--- src/hdl/asmt_pkg.sv ---
// ----------------------------------------------------------------------------
// asmt_pkg
// Shared types and constants for the axis state matrix transform.
// ----------------------------------------------------------------------------
package asmt_pkg;

	localparam int AXES    = 4;
	localparam int AW      = (AXES > 1) ? $clog2(AXES) : 1;
	localparam int NCOEF   = AXES * AXES;
	localparam int CW      = (AXES > 1) ? $clog2(NCOEF) : 1;
	localparam int PROD_W  = 64;
	localparam int ACC_W   = PROD_W + $clog2(AXES) + 1;
	localparam int SUM_W   = ACC_W - 16;
	localparam logic [31:0] ONE_Q16 = 32'h0001_0000;

	typedef enum logic [1:0] {
		CMD_WR_FWD   = 2'd0,
		CMD_WR_INV   = 2'd1,
		CMD_VEC_CTRL = 2'd2,
		CMD_VEC_FDBK = 2'd3
	} cmd_t;

	typedef struct packed {
		logic          valid;
		logic          first;
		logic          last;
		logic          dir;
		logic [AW-1:0] row;
		logic [AW-1:0] col;
		logic [CW-1:0] coef;
	} mac_cmd_t;

endpackage

--- src/hdl/asmt_ctrl.sv ---
// ----------------------------------------------------------------------------
// asmt_ctrl
// Sequencer that walks the selected matrix one coefficient per cycle.
// ----------------------------------------------------------------------------
module asmt_ctrl (
	input  logic              clk,
	input  logic              arst_n,
	input  logic              accept,
	input  logic [1:0]        command,
	input  logic              last,
	output logic              busy,
	output asmt_pkg::mac_cmd_t mac
);
	import asmt_pkg::*;

	typedef enum logic {
		ST_IDLE,
		ST_RUN
	} state_t;

	state_t        state_q;
	logic          busy_q;
	logic          dir_q;
	logic [AW-1:0] row_q;
	logic [AW-1:0] col_q;
	logic [CW-1:0] coef_q;
	logic          go;
	logic          col_end;
	logic          row_end;

	assign go      = accept && last &&
		(command == CMD_VEC_CTRL || command == CMD_VEC_FDBK);
	assign col_end = (col_q == AW'(AXES - 1));
	assign row_end = (row_q == AW'(AXES - 1));

	always_ff @(posedge clk or negedge arst_n) begin
		if (!arst_n) begin
			state_q <= ST_IDLE;
			busy_q  <= 1'b0;
			dir_q   <= 1'b0;
			row_q   <= '0;
			col_q   <= '0;
			coef_q  <= '0;
		end else begin
			case (state_q)
				ST_IDLE: begin
					if (go) begin
						state_q <= ST_RUN;
						busy_q  <= 1'b1;
						dir_q   <= (command == CMD_VEC_FDBK);
						row_q   <= '0;
						col_q   <= '0;
						coef_q  <= '0;
					end
				end
				ST_RUN: begin
					coef_q <= coef_q + CW'(1);
					if (col_end) begin
						col_q <= '0;
						row_q <= row_q + AW'(1);
						if (row_end) begin
							state_q <= ST_IDLE;
							busy_q  <= 1'b0;
						end
					end else begin
						col_q <= col_q + AW'(1);
					end
				end
				default: begin
					state_q <= ST_IDLE;
					busy_q  <= 1'b0;
				end
			endcase
		end
	end

	assign busy = busy_q;

	always_comb begin
		mac.valid = (state_q == ST_RUN);
		mac.first = (col_q == '0);
		mac.last  = col_end;
		mac.dir   = dir_q;
		mac.row   = row_q;
		mac.col   = col_q;
		mac.coef  = coef_q;
	end

endmodule

--- config.mk ---
export PLATFORM = sky130hd
export DESIGN_NAME = asmt_ctrl
export DESIGN_NICKNAME = d
export VERILOG_FILES = /design/src/hdl/asmt_pkg.sv /design/src/hdl/asmt_ctrl.sv
export SDC_FILE = /design/constraint.sdc
export NUM_CORES = 1
export LEC_CHECK = 0
export BUFFER_PORTS_ARGS = -buffer_cell sky130_fd_sc_hd__buf_4
export CAP_MARGIN = 20
export CELL_PAD_IN_SITES_DETAIL_PLACEMENT = 0
export CELL_PAD_IN_SITES_GLOBAL_PLACEMENT = 1
export CORE_MARGIN = 8
export CORE_UTILIZATION = 36
export DETAILED_ROUTE_END_ITERATION = 7
export GPL_ROUTABILITY_DRIVEN = 0
export PLACE_DENSITY_LB_ADDON = 0.1
export SLEW_MARGIN = 20
export SYNTH_ARGS = -nofsm -noshare
export SYNTH_HDL_FRONTEND = slang
export SYNTH_SLANG_ARGS = --single-unit
--- constraint.sdc ---
create_clock -name clk -period 1.6 [get_ports clk]
set_clock_uncertainty 0.05 [all_clocks]
set_input_delay 0.24 -clock clk [delete_from_list [all_inputs] [get_ports clk]]
set_output_delay 0.24 -clock clk [all_outputs]
set_load 0.02 [all_outputs]
==> Yosys cells after proc, flatten, opt, wreduce, memory -nomap -nowiden <==
Index checks and enable logic that the tools add are counted.
{ "totals": {"ff_bits": 11, "input_bits": 6} }
{ "op_classes": {"muxes": 15, "n_eq_ne": 7, "reduce_logical": 7, "addsub": 3, "n_bitwise": 1} }
{ "ops": {"columns": ["operator", "count"], "rows": [
  ["equality test 2 bit (second input constant)", 4],
  ["one-hot mux 2 bit (2 select lines)", 2],
  ["one-hot mux 4 bit (2 select lines)", 1],
  ["2-to-1 mux 1 bit", 6],
  ["2-to-1 mux 2 bit", 3],
  ["adder 2 x 1 -> 2 bit (second input constant)", 2],
  ["adder 4 x 1 -> 4 bit (second input constant)", 1],
  ["2-to-1 mux 4 bit", 1],
  ["inequality test 2 x 1 -> 1 bit (second input constant)", 2],
  ["one-hot mux 1 bit (2 select lines)", 2],
  ["AND reduction 2 bit", 2],
  ["AND reduction 3 bit", 1],
  ["logical AND 1 bit", 2],
  ["zero test 2 bit", 1],
  ["inequality test 2 bit (second input constant)", 1],
  ["logical OR 1 bit", 1],
  ["NOT 1 bit", 1]
]} }

==> Logic depth before layout (Yosys ltp) <==
Gate-level depths: netlist (run 1).
{ "logic_depth": {"depth_word": 5, "mapped_depth": 4, "mapped_depth_nobuf": 4} }

==> Worst setup path before layout (run 1) <==
No wires, ideal clock.
{ "synth_timing": {"path_type": "reg2reg", "startpoint": "register col_q[0]", "endpoint": "register row_q[1]", "synth_period_minus_slack_ns": 1.423, "slack_ns": 0.177, "stages_incl_launch_ff": 4, "n_path_buf": 0, "arrival_ns": 1.252, "path_cell_list": "dfrtp_1 > ha_1 > mux2_2 > a22o_1"} }
{ "synth_between": {"elab_chain_len": 3} }
{ "synth_rtl": {"columns": ["item", "line_no", "source"], "rows": [
  ["start: declaration", "asmt_ctrl.sv:25", "logic [AW-1:0] col_q;"],
  ["start signal: assignment", "asmt_ctrl.sv:66", "col_q <= col_q + AW'(1);"],
  ["equality test 2 bit", "asmt_ctrl.sv:33", "assign col_end = (col_q == AW'(AXES - 1));"],
  ["net col_end", "asmt_ctrl.sv:28", "logic col_end;"],
  ["inequality test 2 x 1 -> 1 bit (no source line)", null, null],
  ["AND reduction 2 bit (no source line)", null, null],
  ["end signal: assignment", "asmt_ctrl.sv:60", "row_q <= row_q + AW'(1);"],
  ["end: declaration", "asmt_ctrl.sv:24", "logic [AW-1:0] row_q;"]
]} }
The timed path passes the listed nets, and every way through them passes these cells.
A chain may end at the register's enable or synchronous reset.

==> impl_metrics.sql, run 1 <==
INSERT INTO impl_metrics (metric_group, metric, value, unit) VALUES
('synthesis', 'synth-warning-count', '0', ''),
('layout', 'final_net_count', '75', ''),
('layout', 'final_cell_mix', '19 x sky130_fd_sc_hd__buf_4, 11 x sky130_fd_sc_hd__dfrtp_1, 4 x sky130_fd_sc_hd__nand2_1, 4 x sky130_fd_sc_hd__a22o_1, 4 x sky130_fd_sc_hd__ha_1', ''),
('cts', 'cts_hold_buf', '1', ''),
('placed_design', 'placed_cells', '75', ''),
('min_path', 'hold-path-endpoint', 'dir_q', ''),
('min_path', 'worstHoldPathCells', '2', ''),
('synthesis', 'synth_area_leader_cell', 'sky130_fd_sc_hd__dfrtp_1', ''),
('placed_design', 'placedInstanceArea', '683', 'um2'),
('setup_path', 'data_required_time_at_the_worst_endpoint', '1310', 'ps'),
('setup_path', 'reg2reg_depth', '3', ''),
('cts', 'cts_resized', '0', ''),
('die', 'dieHeight', '55.1', 'um'),
('die', 'core_region_area', '1470', 'um2'),
('cts', 'clk_root_buf', 'sky130_fd_sc_hd__clkbuf_4', ''),
('setup_path', 'crit_path_start_kind', 'flip-flop', ''),
('layout', 'mostFrequentLayoutCell', 'sky130_fd_sc_hd__buf_4', ''),
('min_path', 'hp-start', 'command[0]', ''),
('sta', 'setup_violations', '0', ''),
('drt', 'routed_wirelength', '1100', 'um'),
('power_and_ir_drop', 'power-per-cell-area', '2310', 'nW/um2'),
('cts', 'clk_transition_reported_paths', '70', 'ps'),
('sta', 'finalCritPeriodShare', '88.9', '%'),
('die', 'io-pin-count', '19', ''),
('global_route', 'grt_overflow_total', '0', ''),
('synthesis', 'mappedNetlistArea', '551', 'um2'),
('drt', 'wl_per_cell', '13.8', 'um'),
('drt', 'dr_total_vias', '388', ''),
('cts', 'clock_path_buffers', '2', ''),
('sta', 'finalHoldViolCount', '0', ''),
('setup_path', 'critical-path-top-delay-family', 'flip-flops', ''),
('layout', 'finished_layout_cells', '80', ''),
('drt', 'drtPass1Iterations', '4', ''),
('placed_design', 'portBuffers', '18', ''),
('setup_path', 'worstSetupEndpointType', 'output pin', ''),
('global_route', 'via_count_of_the_first_global_routing_pass', '404', ''),
('die', 'die_w', '55.1', 'um'),
('setup_path', 'crit_buf_inv', '1', ''),
('die', 'floorplan.rows', '14', ''),
('synthesis', 'synth.yosys.seq_area_share', '50.0', '%'),
('sta', 'slew-limit-headroom', '83.7', '%'),
('synthesis', 'avgSynthCellArea', '12.5', 'um2'),
('synthesis', 'synthesis.nets', '54', ''),
('layout', 'areaGrowthSynthToFinish', '30.7', '%'),
('setup_path', 'timing_worst_setup_path_type', 'reg -> out', ''),
('setup_path', 'regToRegStartpoint', 'col_q[1]', ''),
('setup_path', 'cpMaxStageDelayCell', 'sky130_fd_sc_hd__dfrtp_1', ''),
('synthesis', 'synth-seq-cells', '11', ''),
('setup_path', 'timing.critical_path.slowest_cell_delay', '420', 'ps'),
('synthesis', 'netlist-cell-type-count', '18', ''),
('drt', 'drt_drc_violations_left', '0', ''),
('setup_path', 'worstPathArrival', '1130', 'ps'),
('job', 'timing.max_cap.violations', '0', ''),
('drt', 'avgViaCountPerCell', '4.85', ''),
('layout', 'antenna_cells', '0', ''),
('cts', 'cts_sinks', '11', ''),
('cts', 'post-cts-setup-buffer-count', '0', ''),
('sta', 'hold_ws', '163', 'ps'),
('power_and_ir_drop', 'vdd_ir_drop_max', '1020', 'uV'),
('global_route', 'grt_start_max_net_pins', '12', ''),
('layout', 'drive_above_1_share', '43.8', '%'),
('layout', 'final_design_area_no_fill', '719', 'um2'),
('sta', 'timing_worst_slew_pin_value', '245', 'ps'),
('min_path', 'hold_path.class', 'in -> reg', ''),
('sta', 'rsz0062_at_grt', 'false', ''),
('setup_path', 'timing.critical_path.cells', 'ha_1 > buf_4', ''),
('global_route', 'grt_util_all_layers', '8.29', '%'),
('run_status', 'outcome', 'complete, no violations', ''),
('sta', 'max_freq', '703', 'MHz'),
('global_route', 'grt_antenna_before_repair', '0', ''),
('sta', 'timing.setup.tns', '0', 'ps');
[worst max-delay path by stage]
| stage | cells after the start | slack (ps) | from | end |
|---|---|---|---|---|
| after floorplan | 3 | 180 | col_q[0] | row_q[1] |
| after global placement | 3 | 270 | col_q[0] | row_q[1] |
| after detailed placement | 3 | 250 | col_q[0] | row_q[1] |
| after CTS | 2 | 150 | col_q[0] | mac[9] |
| after global routing | 2 | 110 | col_q[0] | mac[9] |
| final | 2 | 180 | col_q[0] | mac[9] |
[area by class of cell]
type,count,area [um2]
fill,155,752
sequential,11,275
multi-input combinational,27,238
timing repair buffer,20,153
clock buffer,4,26.3
tap,16,20.0
inverter,2,7.51
[where the power goes]
| part | switching, mW | internal, mW |
|---|---|---|
| registers | 0.128 | 0.423 |
| logic | 0.457 | 0.468 |
| clock network | 0.0889 | 0.0962 |
[metal layers]
metal / vias to the layer above / global-route usage (%) / routed length, um
li1: 191 / - / -
met1: 186 / 10.4 / 500
met2: 11 / 11.9 / 495
met3: 0 / 2.94 / 105
met4: 0 / 4.80 / 0
met5: - / 0 / 0
[cell families after synthesis]
kind of cell,Yosys count,synth area share (%)
multiplexers,3,6.82
AND/OR/NAND/NOR,11,12.0
XOR/XNOR,2,3.18
AO/OA/AOI/OAI,7,12.0
buffers and inverters,6,6.82
adder cells (fa/ha/maj),4,9.09
flip-flops,11,50.0
[worst register-to-register path: stages (launching register included)]
cell and delay [ps]:
sky130_fd_sc_hd__dfrtp_1 410, sky130_fd_sc_hd__ha_1 270, sky130_fd_sc_hd__mux2_2 350, sky130_fd_sc_hd__a22o_1 170
[Yosys cell counts]
master,count
sky130_fd_sc_hd__a31oi_4,1
sky130_fd_sc_hd__mux2_2,2
sky130_fd_sc_hd__buf_4,4
sky130_fd_sc_hd__o21ai_0,2
sky130_fd_sc_hd__nor2b_1,1
sky130_fd_sc_hd__ha_1,4
sky130_fd_sc_hd__a22o_1,4
sky130_fd_sc_hd__nand3_1,2
sky130_fd_sc_hd__nand4_1,1
sky130_fd_sc_hd__nand4b_2,1
sky130_fd_sc_hd__nand2_1,4
sky130_fd_sc_hd__and2_2,1
sky130_fd_sc_hd__inv_1,2
sky130_fd_sc_hd__mux2_4,1
sky130_fd_sc_hd__xnor2_1,1
sky130_fd_sc_hd__nand2b_1,1
sky130_fd_sc_hd__xor2_1,1
sky130_fd_sc_hd__dfrtp_1,11
[state kept, by name (all words and copies together) (netlist names)]
signal and count:
col_q 2, coef_q 4, state_q 1, busy 1, dir_q 1, row_q 2
[per-stage QoR]
step / worst slack (ps) / total power, mW
after global routing: 113 / 1.79
after detailed placement: 247 / 1.50
after global placement: 273 / 1.50
final: 178 / 1.66
after floorplan: 177 / 1.19
after CTS: 153 / 1.70
Note: power is estimated with default switching activity, not from simulation.
==> run 2: changes to the inputs <==
--- a/config.mk
+++ b/config.mk
@@ -13,7 +13,7 @@
 export CORE_UTILIZATION = 36
 export DETAILED_ROUTE_END_ITERATION = 7
 export GPL_ROUTABILITY_DRIVEN = 0
-export PLACE_DENSITY_LB_ADDON = 0.1
+export PLACE_DENSITY = 0.72
 export SLEW_MARGIN = 20
 export SYNTH_ARGS = -nofsm -noshare
 export SYNTH_HDL_FRONTEND = slang
==> run 2 against run 1 <==
  * Non-clock buffer count did not move
  * Register-to-register slack barely moved
  * Flip-flop and latch count did not move
  * Final area did not move
  * Total power rose by 0.95%
  * Combinational power rose by 2%
  * Via count rose by 1.0%
  * Worst hold slack got worse by 3.9 ps
  * Die area did not move
  * Global-route usage fell by 0.14 points
  * Maximum frequency fell by 0.64%
  * Critical path depth did not move
  * Critical path type unchanged
==> impl_metrics.sql, run 2 (synthesis gave the netlist of run 1 again) <==
INSERT INTO impl_metrics (metric_group, metric, value, unit) VALUES
('placed_design', 'pre_cts_ws', '247', 'ps'),
('setup_path', 'reg2reg_slack', '240', 'ps'),
('sta', 'slew-limit-headroom', '81.8', '%'),
('die', 'io-pin-count', '19', ''),
('setup_path', 'timing_worst_setup_path_type', 'reg -> out', ''),
('drt', 'drtPass1Iterations', '4', ''),
('die', 'dieHeight', '55.1', 'um'),
('global_route', 'grt_antenna_before_repair', '0', ''),
('layout', 'largest_register_ffs', '4', ''),
('global_route', 'wire_length_of_the_first_global_routing_pass', '1710', 'um'),
('drt', 'dr_total_vias', '392', ''),
('drt', 'met2WireLength', '538', 'um'),
('min_path', 'hold_path.class', 'in -> reg', ''),
('power_and_ir_drop', 'power.leakage', '0.361', 'nW'),
('layout', 'filler_cell_count', '151', ''),
('setup_path', 'data_required_time_at_the_worst_endpoint', '1310', 'ps'),
('setup_path', 'cpMaxStageDelayCell', 'sky130_fd_sc_hd__dfrtp_1', ''),
('cts', 'clock_path_buffers', '2', ''),
('sta', 'fin_ws', '169', 'ps'),
('setup_path', 'worstPathArrival', '1140', 'ps'),
('die', 'core_region_area', '1470', 'um2'),
('setup_path', 'worstSetupEndpointType', 'output pin', ''),
('cts', 'numCtsBuffers', '3', ''),
('job', 'timing.max_cap.violations', '0', ''),
('cts', 'clk_root_buf', 'sky130_fd_sc_hd__clkbuf_4', ''),
('drt', 'wl_per_cell', '14.3', 'um'),
('sta', 'timing.setup.tns', '0', 'ps'),
('setup_path', 'timing.critical_path.slowest_cell_delay', '420', 'ps'),
('power_and_ir_drop', 'vdd_ir_drop_max', '899', 'uV'),
('sta', 'count_of_final_max_slew_check_failures', '0', ''),
('die', 'floorplan.die_area', '3040', 'um2'),
('layout', 'mostFrequentLayoutCell', 'sky130_fd_sc_hd__buf_4', ''),
('drt', 'detailedRoute.firstIterationViolations', '2', ''),
('setup_path', 'critical_path_peak_fanout', '5', ''),
('cts', 'tritoncts_clock_tree', 'built', ''),
('layout', 'antenna_cells', '0', ''),
('layout', 'largestRegisters', 'coef_q: 4 flops, col_q: 2 flops, row_q: 2 flops', ''),
('die', 'start_util', '37.4', '%'),
('power_and_ir_drop', 'power-per-cell-area', '2330', 'nW/um2'),
('drt', 'met3RoutedLength', '84', 'um'),
('cts', 'clkLatencyLatePin', '270', 'ps'),
('sta', 'max_freq', '699', 'MHz'),
('cts', 'cts_resized', '0', ''),
('cts', 'post-cts-setup-buffer-count', '0', ''),
('setup_path', 'timing.critical_path.cells', 'ha_1 > buf_4', ''),
('global_route', 'grt_overflow_total', '0', ''),
('global_route', 'grt_util_all_layers', '8.15', '%'),
('sta', 'setup_violations', '0', ''),
('sta', 'finalHoldViolCount', '0', ''),
('run_status', 'outcome', 'complete, no violations', ''),
('drt', 'dr.max_layer_used', 'met4', ''),
('layout', 'drive_above_1_share', '43.8', '%'),
('cts', 'clk_transition_reported_paths', '70', 'ps'),
('die', 'die_w', '55.1', 'um'),
('drt', 'avgViaCountPerCell', '4.90', ''),
('layout', 'areaGrowthSynthToFinish', '30.7', '%'),
('setup_path', 'crit_path_start_kind', 'flip-flop', ''),
('sta', 'timing_worst_slew_pin_value', '273', 'ps'),
('power_and_ir_drop', 'fin_total_pwr', '1.68', 'mW'),
('layout', 'final_cell_mix', '19 x sky130_fd_sc_hd__buf_4, 11 x sky130_fd_sc_hd__dfrtp_1, 4 x sky130_fd_sc_hd__nand2_1, 4 x sky130_fd_sc_hd__a22o_1, 4 x sky130_fd_sc_hd__ha_1', ''),
('drt', 'routed_wirelength', '1150', 'um'),
('die', 'floorplan.rows', '14', ''),
('layout', 'largest_register_by_flop_count', 'coef_q', ''),
('sta', 'rsz0062_at_grt', 'false', ''),
('sta', 'finalCritPeriodShare', '89.5', '%'),
('drt', 'drt_drc_violations_left', '0', ''),
('global_route', 'grt_start_max_net_pins', '12', ''),
('drt', 'antenna_violating_nets_post_route', '0', ''),
('cts', 'cts_sinks', '11', ''),
('global_route', 'via_count_of_the_first_global_routing_pass', '382', ''),
('layout', 'final_net_count', '75', ''),
('placed_design', 'portBuffers', '18', ''),
('sta', 'hold_ws', '159', 'ps'),
('drt', 'routedLengthMet1', '488', 'um'),
('cts', 'cts_h_tree_depth', '1', ''),
('sta', 'min_tclk_post_route', '1430', 'ps');
## run 2: cell type report
class	count	area (um2)	area share [%]
clock buffer	4	26.3	3.65
multi-input combinational	27	238	33.0
sequential	11	275	38.3
tap	16	20.0	2.78
inverter	2	7.51	1.04
timing repair buffer	20	153	21.2
## run 2: path summary, 6_finish.rpt
check	to	cells past startpoint	start
min in group asynchronous	row_q[0]	2	arst_n
max in group asynchronous	dir_q	2	arst_n
setup reg to reg	row_q[1]	3	col_q[0]
hold / removal	dir_q	2	command[0]
setup / recovery	mac[9]	2	col_q[0]
hold reg to reg	busy	2	busy
## run 2: critical path: cells and delay by family, from the launching register on
| family | cells | cell delay (ps) |
|---|---|---|
| adders and majority gates | 1 | 280 |
| buffers and inverters | 1 | 180 |
| DFF | 1 | 420 |
## run 2: power by group
group / internal, mW / switching, mW
sequential: 0.423 / 0.123
clock: 0.0965 / 0.0948
combinational: 0.469 / 0.472
## run 2: per-layer routing
metal / GRT usage (%) / vias to the layer above
met1: 8.61 / 187
li1: - / 191
met2: 12.7 / 10
met3: 2.67 / 4
met5: 0 / -
met4: 7.20 / 0
## run 2: per-stage QoR
| step | instance area (um2) | cells | util, % |
|---|---|---|---|
| global route | 719 | 80 | 48.9 |
| floorplan | 551 | 44 | - |
| CTS | 719 | 80 | 48.9 |
| detailed placement | 683 | 75 | 46.4 |
| global placement | 683 | 75 | 46.4 |
| finish | 719 | 80 | 48.9 |
## run 2: timing repair
| action | CTS | global route |
|---|---|---|
| hold endpoints to repair | 11 | 0 |
| endpoints found under the setup margin | 0 | 0 |
| hold buffers | 1 | 0 |
==> run 3: changes to the inputs <==
--- a/config.mk
+++ b/config.mk
@@ -10,10 +10,10 @@
 export CELL_PAD_IN_SITES_DETAIL_PLACEMENT = 0
 export CELL_PAD_IN_SITES_GLOBAL_PLACEMENT = 1
 export CORE_MARGIN = 8
-export CORE_UTILIZATION = 36
+export CORE_UTILIZATION = 32
 export DETAILED_ROUTE_END_ITERATION = 7
 export GPL_ROUTABILITY_DRIVEN = 0
-export PLACE_DENSITY = 0.72
+export PLACE_DENSITY = 0.67
 export SLEW_MARGIN = 20
 export SYNTH_ARGS = -nofsm -noshare
 export SYNTH_HDL_FRONTEND = slang
==> constraint.sdc (replaced) <==
create_clock -name clk -period 1.3 [get_ports clk]
set_clock_uncertainty 0.05 [all_clocks]
set_input_delay 0.195 -clock clk [delete_from_list [all_inputs] [get_ports clk]]
set_output_delay 0.195 -clock clk [all_outputs]
set_load 0.02 [all_outputs]
==> run 3 against run 2 <==
  * Non-clock buffer count is 5 higher
  * Critical endpoint is now mac[10]
  * Sequential power increased by 30%
  * Register-to-register slack worse by 200 ps
  * Total power grew 38%
==> impl_metrics.sql, run 3 (synthesis gave the netlist of run 1 again) <==
INSERT INTO impl_metrics (metric_group, metric, value, unit) VALUES
('cts', 'tritoncts_clock_tree', 'built', ''),
('sta', 'slew-limit-headroom', '82.9', '%'),
('setup_path', 'timing.critical_path.cells', 'inv_2 > ha_4 > buf_6', ''),
('sta', 'finalCritPeriodShare', '99.0', '%'),
('drt', 'avgViaCountPerCell', '4.85', ''),
('setup_path', 'regToRegStartpoint', 'col_q[0]', ''),
('drt', 'antenna_violating_nets_post_route', '0', ''),
('run_status', 'outcome', 'complete, no violations', ''),
('setup_path', 'reg2reg_depth', '3', ''),
('setup_path', 'endpoint', 'mac[10]', ''),
('layout', 'filler_cell_count', '159', ''),
('cts', 'clk_transition_reported_paths', '70', 'ps'),
('setup_path', 'worstPathArrival', '1040', 'ps'),
('layout', 'drive_above_1_share', '60.9', '%'),
('cts', 'clkLatencyLatePin', '270', 'ps'),
('cts', 'clk_root_buf', 'sky130_fd_sc_hd__clkbuf_4', ''),
('sta', 'setup_violations', '0', ''),
('layout', 'areaGrowthSynthToFinish', '46.8', '%'),
('die', 'dieHeight', '57.5', 'um'),
('placed_design', 'portBuffers', '18', ''),
('setup_path', 'worstSetupEndpointType', 'output pin', ''),
('sta', 'finalHoldViolCount', '0', ''),
('global_route', 'grt_start_max_net_pins', '12', ''),
('setup_path', 'r2r_path_end', 'row_q[1]', ''),
('sta', 'timing_worst_slew_pin_value', '257', 'ps'),
('setup_path', 'critical_path.startpoint', 'col_q[0]', ''),
('setup_path', 'critical_path_peak_fanout', '5', ''),
('layout', 'antenna_cells', '0', ''),
('cts', 'cts_sinks', '11', ''),
('layout', 'largest_register_by_flop_count', 'coef_q', ''),
('setup_path', 'timing.critical_path.slowest_cell_delay', '430', 'ps'),
('global_route', 'grt_util_all_layers', '8.17', '%'),
('drt', 'drtPass1Iterations', '4', ''),
('power_and_ir_drop', 'power-per-cell-area', '2870', 'nW/um2'),
('global_route', 'wire_length_of_the_first_global_routing_pass', '1990', 'um'),
('cts', 'cts_h_tree_depth', '1', ''),
('layout', 'largest_register_ffs', '4', ''),
('global_route', 'grt_overflow_total', '0', ''),
('sta', 'min_tclk_post_route', '1290', 'ps'),
('die', 'start_util', '33.0', '%'),
('layout', 'final_cell_mix', '22 x sky130_fd_sc_hd__buf_4, 7 x sky130_fd_sc_hd__dfrtp_1, 4 x sky130_fd_sc_hd__nand2_1, 4 x sky130_fd_sc_hd__a22o_1, 4 x sky130_fd_sc_hd__dfrtp_2', ''),
('layout', 'mostFrequentLayoutCell', 'sky130_fd_sc_hd__buf_4', ''),
('drt', 'dr_total_vias', '417', ''),
('drt', 'routed_wirelength', '1230', 'um'),
('job', 'timing.max_cap.violations', '0', ''),
('setup_path', 'timing_worst_setup_path_type', 'reg -> out', ''),
('cts', 'numCtsBuffers', '3', ''),
('min_path', 'hold_path.class', 'in -> reg', ''),
('layout', 'largestRegisters', 'coef_q: 4 flops, col_q: 2 flops, row_q: 2 flops', ''),
('drt', 'wl_per_cell', '14.2', 'um'),
('power_and_ir_drop', 'power.leakage', '0.380', 'nW'),
('global_route', 'via_count_of_the_first_global_routing_pass', '434', ''),
('layout', 'final_net_count', '80', ''),
('die', 'die_w', '57.5', 'um'),
('global_route', 'grt_antenna_before_repair', '0', ''),
('setup_path', 'crit_path_start_kind', 'flip-flop', ''),
('die', 'core_region_area', '1670', 'um2'),
('layout', 'final_util', '48.4', '%'),
('sta', 'count_of_final_max_slew_check_failures', '0', ''),
('setup_path', 'reg2reg_slack', '40', 'ps'),
('sta', 'max_freq', '777', 'MHz'),
('die', 'floorplan.die_area', '3300', 'um2'),
('sta', 'hold_ws', '112', 'ps'),
('drt', 'drt_drc_violations_left', '0', ''),
('cts', 'clock_path_buffers', '2', ''),
('power_and_ir_drop', 'vdd_ir_drop_max', '1210', 'uV'),
('sta', 'rsz0062_at_grt', 'true', ''),
('setup_path', 'cpMaxStageDelayCell', 'sky130_fd_sc_hd__dfrtp_2', ''),
('drt', 'detailedRoute.firstIterationViolations', '5', ''),
('die', 'floorplan.rows', '15', ''),
('setup_path', 'data_required_time_at_the_worst_endpoint', '1050', 'ps'),
('die', 'io-pin-count', '19', '');
run 3: cell type report:
cell class,count,area [um2],area share [%]
Multi-Input combinational cell,27,275,34.1
Tap cell,17,21.3,2.63
Sequential cell,11,280,34.7
Timing Repair Buffer,25,198,24.5
Clock buffer,4,26.3,3.25
Inverter,2,7.51,0.929
run 3: worst min path at each step:
stage	start	to	slack, ps	cells past startpoint
4_1_cts	command[0]	dir_q	110	2
3_5_place_dp	arst_n	coef_q[3]	-10	1
3_3_place_gp	arst_n	dir_q	-10	1
5_1_grt	command[0]	dir_q	110	2
2_1_floorplan	arst_n	busy	-150	0
6_report	command[0]	dir_q	110	2
run 3: per-stage QoR:
step | setup TNS (ps) | cell area (um2) | instances | power, mW | worst slack (ps)
5_1_grt | -41.0 | 808 | 86 | 2.49 | -16.3
6_report | 0 | 808 | 86 | 2.32 | 12.8
3_3_place_gp | 0 | 724 | 79 | 1.93 | 50.5
3_5_place_dp | 0 | 724 | 79 | 1.96 | 35.8
2_1_floorplan | -23.2 | 568 | 44 | 1.50 | -23.2
4_1_cts | 0 | 788 | 85 | 2.30 | 3.14
run 3: report_power, final:
part / internal [mW] / switching (mW)
sequential: 0.533 / 0.176
clock: 0.119 / 0.117
combinational: 0.734 / 0.638
total: 1.39 / 0.931
run 3: metal layers:
metal  wire (um)  track usage (%)  vias to the layer above  part of all wire [%]
met3         122             4.93                        6                    10
met1         499             8.26                      196                    41
met2         578             12.4                       15                    47
met5           0                0                        -                     0
li1            -                -                      200                     -
met4          25             5.36                        0                   2.0
run 3: what timing repair did:
item,in CTS,in global routing
endpoints found under the hold margin,11,0
hold buffers,1,0
buffers inserted,1,1
pin swaps,1,2
endpoints found under the setup margin,2,3
resized for setup,6,1
gates cloned,0,0
run 3: critical path, delay by kind of cell, from the launching register on:
kind	cells	cell delay, ps
fa+ha+maj	1	150
buf+inv	2	190
flops	1	430
